File: config.mk
export PLATFORM = sky130hd
export DESIGN_NAME = nps_ctrl
export DESIGN_NICKNAME = d
export VERILOG_FILES = /design/src/design/nps_pkg.sv /design/src/design/nps_ctrl.sv
export SDC_FILE = /design/constraint.sdc
export NUM_CORES = 1
export LEC_CHECK = 0
export BUFFER_PORTS_ARGS = -buffer_cell sky130_fd_sc_hd__buf_2
export CORE_AREA = 2 2 39 41
export DETAILED_ROUTE_END_ITERATION = 8
export DIE_AREA = 0 0 41 43
export PLACE_DENSITY = 0.46
export SYNTH_ARGS = -nofsm -noshare
export SYNTH_HDL_FRONTEND = slang
export SYNTH_SLANG_ARGS = --single-unit
File: constraint.sdc
create_clock -name clk -period 1.4 [get_ports clk]
set_input_delay 0.07 -clock clk [delete_from_list [all_inputs] [get_ports clk]]
set_output_delay 0.07 -clock clk [all_outputs]
set_load 0.02 [all_outputs]
File: src/design/nps_pkg.sv
// Shared constants, request codes and controller/datapath interface types.
package nps_pkg;

	// Default configuration
	localparam int POINT_CAPACITY_DEF = 256;
	localparam int COORD_BITS_DEF     = 24;

	// Fixed widths of the ports
	localparam int REQ_W  = 2;
	localparam int IDX_W  = 8;
	localparam int DIST_W = 50;

	// Request codes
	localparam logic [REQ_W-1:0] REQ_NEW    = 2'd0;
	localparam logic [REQ_W-1:0] REQ_APPEND = 2'd1;
	localparam logic [REQ_W-1:0] REQ_QUERY  = 2'd2;

	// Commands from the controller to the datapath
	typedef struct packed {
		logic write_first;
		logic write_append;
		logic query_load;
		logic scan_issue;
		logic result_load;
	} ctrl_cmd_t;

	// Status from the datapath to the controller
	typedef struct packed {
		logic set_empty;
		logic scan_last;
		logic pipe_busy;
		logic out_free;
	} dp_status_t;

endpackage

File: src/design/nps_ctrl.sv
// Controller state machine: word acceptance, scan sequencing and result hand-off.
module nps_ctrl (
	input  logic                      clk,
	input  logic                      arst_n,
	input  logic                      in_valid,
	output logic                      in_ready,
	input  logic [nps_pkg::REQ_W-1:0] req_type,
	input  nps_pkg::dp_status_t       status,
	output nps_pkg::ctrl_cmd_t        cmd
);

	localparam logic [1:0] ST_IDLE   = 2'd0;
	localparam logic [1:0] ST_SCAN   = 2'd1;
	localparam logic [1:0] ST_DRAIN  = 2'd2;
	localparam logic [1:0] ST_RESULT = 2'd3;

	logic [1:0] state_q;
	logic [1:0] state_d;
	logic       accept;

	assign in_ready = (state_q == ST_IDLE);
	assign accept   = in_valid && in_ready;

	// Decode the state into commands and the next state
	always_comb begin
		cmd     = '0;
		state_d = state_q;
		unique case (state_q)
			ST_IDLE: begin
				if (accept) begin
					unique case (req_type)
						nps_pkg::REQ_NEW:    cmd.write_first  = 1'b1;
						nps_pkg::REQ_APPEND: cmd.write_append = 1'b1;
						nps_pkg::REQ_QUERY: begin
							cmd.query_load = 1'b1;
							state_d = status.set_empty ? ST_RESULT : ST_SCAN;
						end
						default: ;
					endcase
				end
			end
			ST_SCAN: begin
				cmd.scan_issue = 1'b1;
				if (status.scan_last) begin
					state_d = ST_DRAIN;
				end
			end
			ST_DRAIN: begin
				if (!status.pipe_busy) begin
					state_d = ST_RESULT;
				end
			end
			ST_RESULT: begin
				if (status.out_free) begin
					cmd.result_load = 1'b1;
					state_d = ST_IDLE;
				end
			end
			default: state_d = ST_IDLE;
		endcase
	end

	// Advance the state
	always_ff @(posedge clk or negedge arst_n) begin
		if (!arst_n) begin
			state_q <= ST_IDLE;
		end else begin
			state_q <= state_d;
		end
	end

endmodule

Yosys cells after proc, flatten, opt, wreduce, memory -nomap -nowiden --
Cells that the tools add are included. Widths: inputs -> output; s select.
Word-level totals: register bits 2, latch bits 0, memory bits (writable) 0, ROM bits 0, input port bits 9, output and inout bits 6, word-level logic and storage cells 30, memories 0
Operators by class: $add $sub $neg 0, multipliers 0, div/mod/pow operators 0, magnitude comparators 0, eq/ne operators 10, shifts and indexed selects 0, mux-type cells 15, bitwise logic cells 0, reduce and logical (&&, ||, !) cells 4
Operator list (count):
- $mux 2 | 6
- $pmux 2 s4 | 1
- $eq 2x2->1 const B | 3
- $mux 1 | 6
- $mux 3 | 2
- $ne 2x2->1 const B | 3
- $reduce_and 5->1 | 1
- $eq 2x1->1 const B | 2
- $logic_not 2->1 | 2
- $ne 2x1->1 const B | 2
- $logic_and 1x1->1 | 1

Longest topological paths before layout --
depth in word-level cells 4, depth in mapped cells 5, depth with buffers taken out 5

Worst setup path after synthesis --
OpenSTA, ideal clock, no wires.
path type reg2out, start register state_q[0], end output port cmd[3] (netlist bit), data arrival time 1563 ps, data required time 1330 ps, setup slack -233 ps, stages on the path, launching flop included 5, cell sequence dfrtp_1 > inv_1 > ha_1 > nand3_1 > nor3b_1
RTL lines:
- from (decl) | RTL line nps_ctrl.sv:17 | logic [1:0] state_q;
- from (signal assigned) | RTL line nps_ctrl.sv:68 | state_q <= state_d;
- to (decl) | RTL line nps_ctrl.sv:9 | output nps_pkg::ctrl_cmd_t cmd

Worst setup path in the final report --
start register state_q[0], end register state_q[0]
Between the ends: longest elaborated chain between the ends 4
Ends and longest elaborated chain:
- $logic_not 2->1 | RTL line nps_ctrl.sv:21, nps_ctrl.sv:28
- $logic_and 1x1->1 | RTL line nps_ctrl.sv:22 | assign accept = in_valid && in_ready;
- $ne 2x1->1 (no source line)
- $reduce_and 5->1 (no source line)
Several ways; a longest one is shown, not always the timed one. A chain may end at the register's enable or synchronous reset.

==> summary.txt <==
Logic synthesis
  • Seq cells post-synth: 2
  • Syn Nets: 38
  • Post-Syn Instances: 24
  • Netlist cell types: 12
  • YS warnings: 0
  • Post-synthesis sequential area ratio: 22.35%
  • Netlist Area Pre-Place: roughly 220 sq um
  • Syn Area/Cell: 9.332 sq um

Worst hold path
  • Hold Path Class: in2reg
  • Hold Path Depth: 3

Power
  • P_sw: around 0.42 mW
  • Sw Share: ~42%
  • Pwr Density: around 1900 nW/um^2
  • P_leak: approximately 0.25 nW
  • Comb pwr share: between 70% and 80%
  • Power Internal: about 0.6 mW
  • Peak VDD IR: between 0.9 and 1 mV
  • Sequential power share: around an eighth
  • Clock power share: between 10% and 20%

Finish
  • Fillers: approximately 140
  • Max reg flops: 2
  • Area Overhead vs Synth: 133.0%
  • Biggest register: state_q
  • Layout cells sized above 1: 71.43%
  • Post-route insts no fill: 65
  • Nets: 65
  • Diode count: 0
  • Biggest regs: state_q: 2 flops

Timing
  • Clock skew: between 0.001 and 0.0015 ns
  • Highest Clock Rate: ~650 MHz
  • Tightest Pin Transition: between 0.2 and 0.3 ns
  • Setup TNS: -0.4728 ns
  • Final Critical Period: ~1.5 ns
  • Relative slew slack: 82.93%
  • RSZ-0062 raised after global routing: true
  • Worst Slack Setup Final: -0.1309 ns
  • Final count of pins violating max slew: 0
  • Tcrit/Tclk final: 109.4%
  • Final setup viols: 5
  • Endpoints failing hold: 0

Critical path
  • R2R setup slack: -0.13 ns
  • CP arrival: roughly 1.7 ns
  • Worst setup EP type: register
  • Reg2Reg Depth: 5
  • Critical path class: reg2reg
  • Worst Path Max Fanout: 2
  • Startpoint Class: register
  • Critical path required time: 1.54 ns

Clock tree
  • Reg clk slew, reported paths: approximately 0.03 ns
  • Clock buffer depth: 2
  • CTS tree: yes
  • Clock Sinks: 2
  • CTS Buf Count: 3
  • Skew-Pair Late Insertion Delay: roughly 0.22 ns
  • H-tree levels: 1
  • CTS root buf: clkbuf_4

GRT
  • Largest net degree at the start of global routing: 5
  • Tot GR Track Use: between 8 and 9%
  • Vias in the first global route: around 260
  • Grt total ovfl: 0
  • Initial antenna violation count: 0
  • First-pass GRT wire length: 1055 um

Drt
  • DR WL/cell: 10.52 um
  • First-pass detailed-route iteration total: 4
  • # DRC: 0
  • Via density: between 4 and 5
  • WL final: approximately 680 um
  • Initial DRC Count: 5
  • Antenna Nets Post-Route: 0
  • Total number of vias: about 270

Status
  • Status: finished with violations
  • Failing checks: setup timing

Die
  • Die area: about 1800 sq um
  • Floorplan row count: 14
  • Area of the core: 1384 sq um
  • Die width: just over 40 um
  • Num ports: 15
  • Initial Util: 16.18%
  • Die Y-Extent: approximately 43 um

Placement
  • GPL Wtd Cong: a little under 0.7
  • Placed cell count: a little under 60
  • DPL Wire Length: roughly 520 um
  • Port Buf Inserts: 14

Job
  • Max-Cap Viols: 0
[critical path: stages (launching register included)]
cell      delay (ns)
dfrtp_1         0.39
buf_6           0.13
ha_4            0.14
a222oi_1        0.29
o221a_2         0.28
mux2i_1         0.21
[final cells by class]
type                            instances  area (sq um)  area share [%]
Clock buffer                            3         22.52           4.317
Sequential cell                         2         50.05           9.592
Multi-Input combinational cell         17         241.5           46.28
Inverter                                5         18.77           3.597
Timing Repair Buffer                   22         168.9           32.37
Tap cell                               16         20.02           3.837
[layer usage]
metal  up-vias  routed length [um]  share of wire [%]  GRT usage [%]
li1        132                   -                  -              -
met1       119                 289                 42          10.58
met2        17                 324                 47          14.06
met3         0                  71                 10              0
met4         0                   0                  0          6.000
met5         -                   0                  0              0
[power groups by stage]
stage	logic (mW)	registers (mW)	clock network [mW]
4_1_cts	0.755	0.119	0.140
5_1_grt	0.838	0.124	0.142
2_1_floorplan	0.411	0.125	0
6_report	0.760	0.118	0.129
3_3_place_gp	0.600	0.133	0
3_5_place_dp	0.603	0.132	0
[timing repair]
item                                    in CTS  in global routing
pin swaps                                    4                  0
gates resized for setup                     12                  2
buffers inserted                             2                  0
endpoints found under the setup margin       6                  7
endpoints found under the hold margin        2                  0
hold buffers                                 1                  0
[cell families (layout without fill, tap and decap cells)]
kind of cell	count (synthesis)	count (layout)	share of synthesized area, %
buffers and inverters	5	30	8.381
multiplexers	3	3	13.41
AO/OA/AOI/OAI	2	2	9.497
adder cells (fa/ha/maj)	5	5	27.93
AND/OR/NAND/NOR	7	7	18.43
flip-flops	2	2	22.35
[cell usage after synthesis]
cell type	instances	share of area [%]
nor2_1	1	1.7
inv_1	5	8.4
o221a_2	1	5.0
nor3b_1	2	6.7
a222oi_1	1	4.5
nand2b_1	1	2.8
dfrtp_1	2	22
nand3_1	1	2.2
ha_1	5	28
and2_1	1	2.8
mux2i_1	3	13
nor3_1	1	2.2
[worst paths after layout]
| kind | startpoint | to |
|---|---|---|
| setup reg to reg | state_q[0] | state_q[0] |
| setup / recovery | state_q[0] | state_q[0] |
| hold reg to reg | state_q[0] | state_q[0] |
| min in group asynchronous | arst_n | state_q[1] |
| max in group asynchronous | arst_n | state_q[0] |
| hold / removal | status[3] | state_q[1] |
[metrics by stage]
stage               setup slack [ns]  cell area [sq um]  util, %  hold WS (ns)  power [mW]
global placement             -0.1068              417.9    30.20       -0.1428      0.7329
global route                 -0.2281              521.8    37.70        0.1591       1.104
floorplan                   -0.02995              290.3        -       -0.2256      0.5358
finish                       -0.1309              521.8    37.70        0.1449       1.008
detailed placement           -0.1450              417.9    30.20       -0.1436      0.7358
CTS                          -0.1390              515.5    37.25        0.1414       1.014
[layout by cell type (no fill, tap or decap)]
cell type / count
nand3_4: 1
dlygate4sd3_1: 1
nor3b_4: 2
ha_1: 1
o221a_2: 1
nor3_4: 1
buf_4: 4
ha_2: 1
inv_1: 3
buf_6: 7
and2_1: 1
nor2_1: 1
a222oi_1: 1
inv_2: 2
nand2b_1: 1
clkbuf_4: 3
buf_2: 10
dfrtp_1: 2
ha_4: 3
mux2i_1: 3
Note: power is estimated with default switching activity, not from simulation.
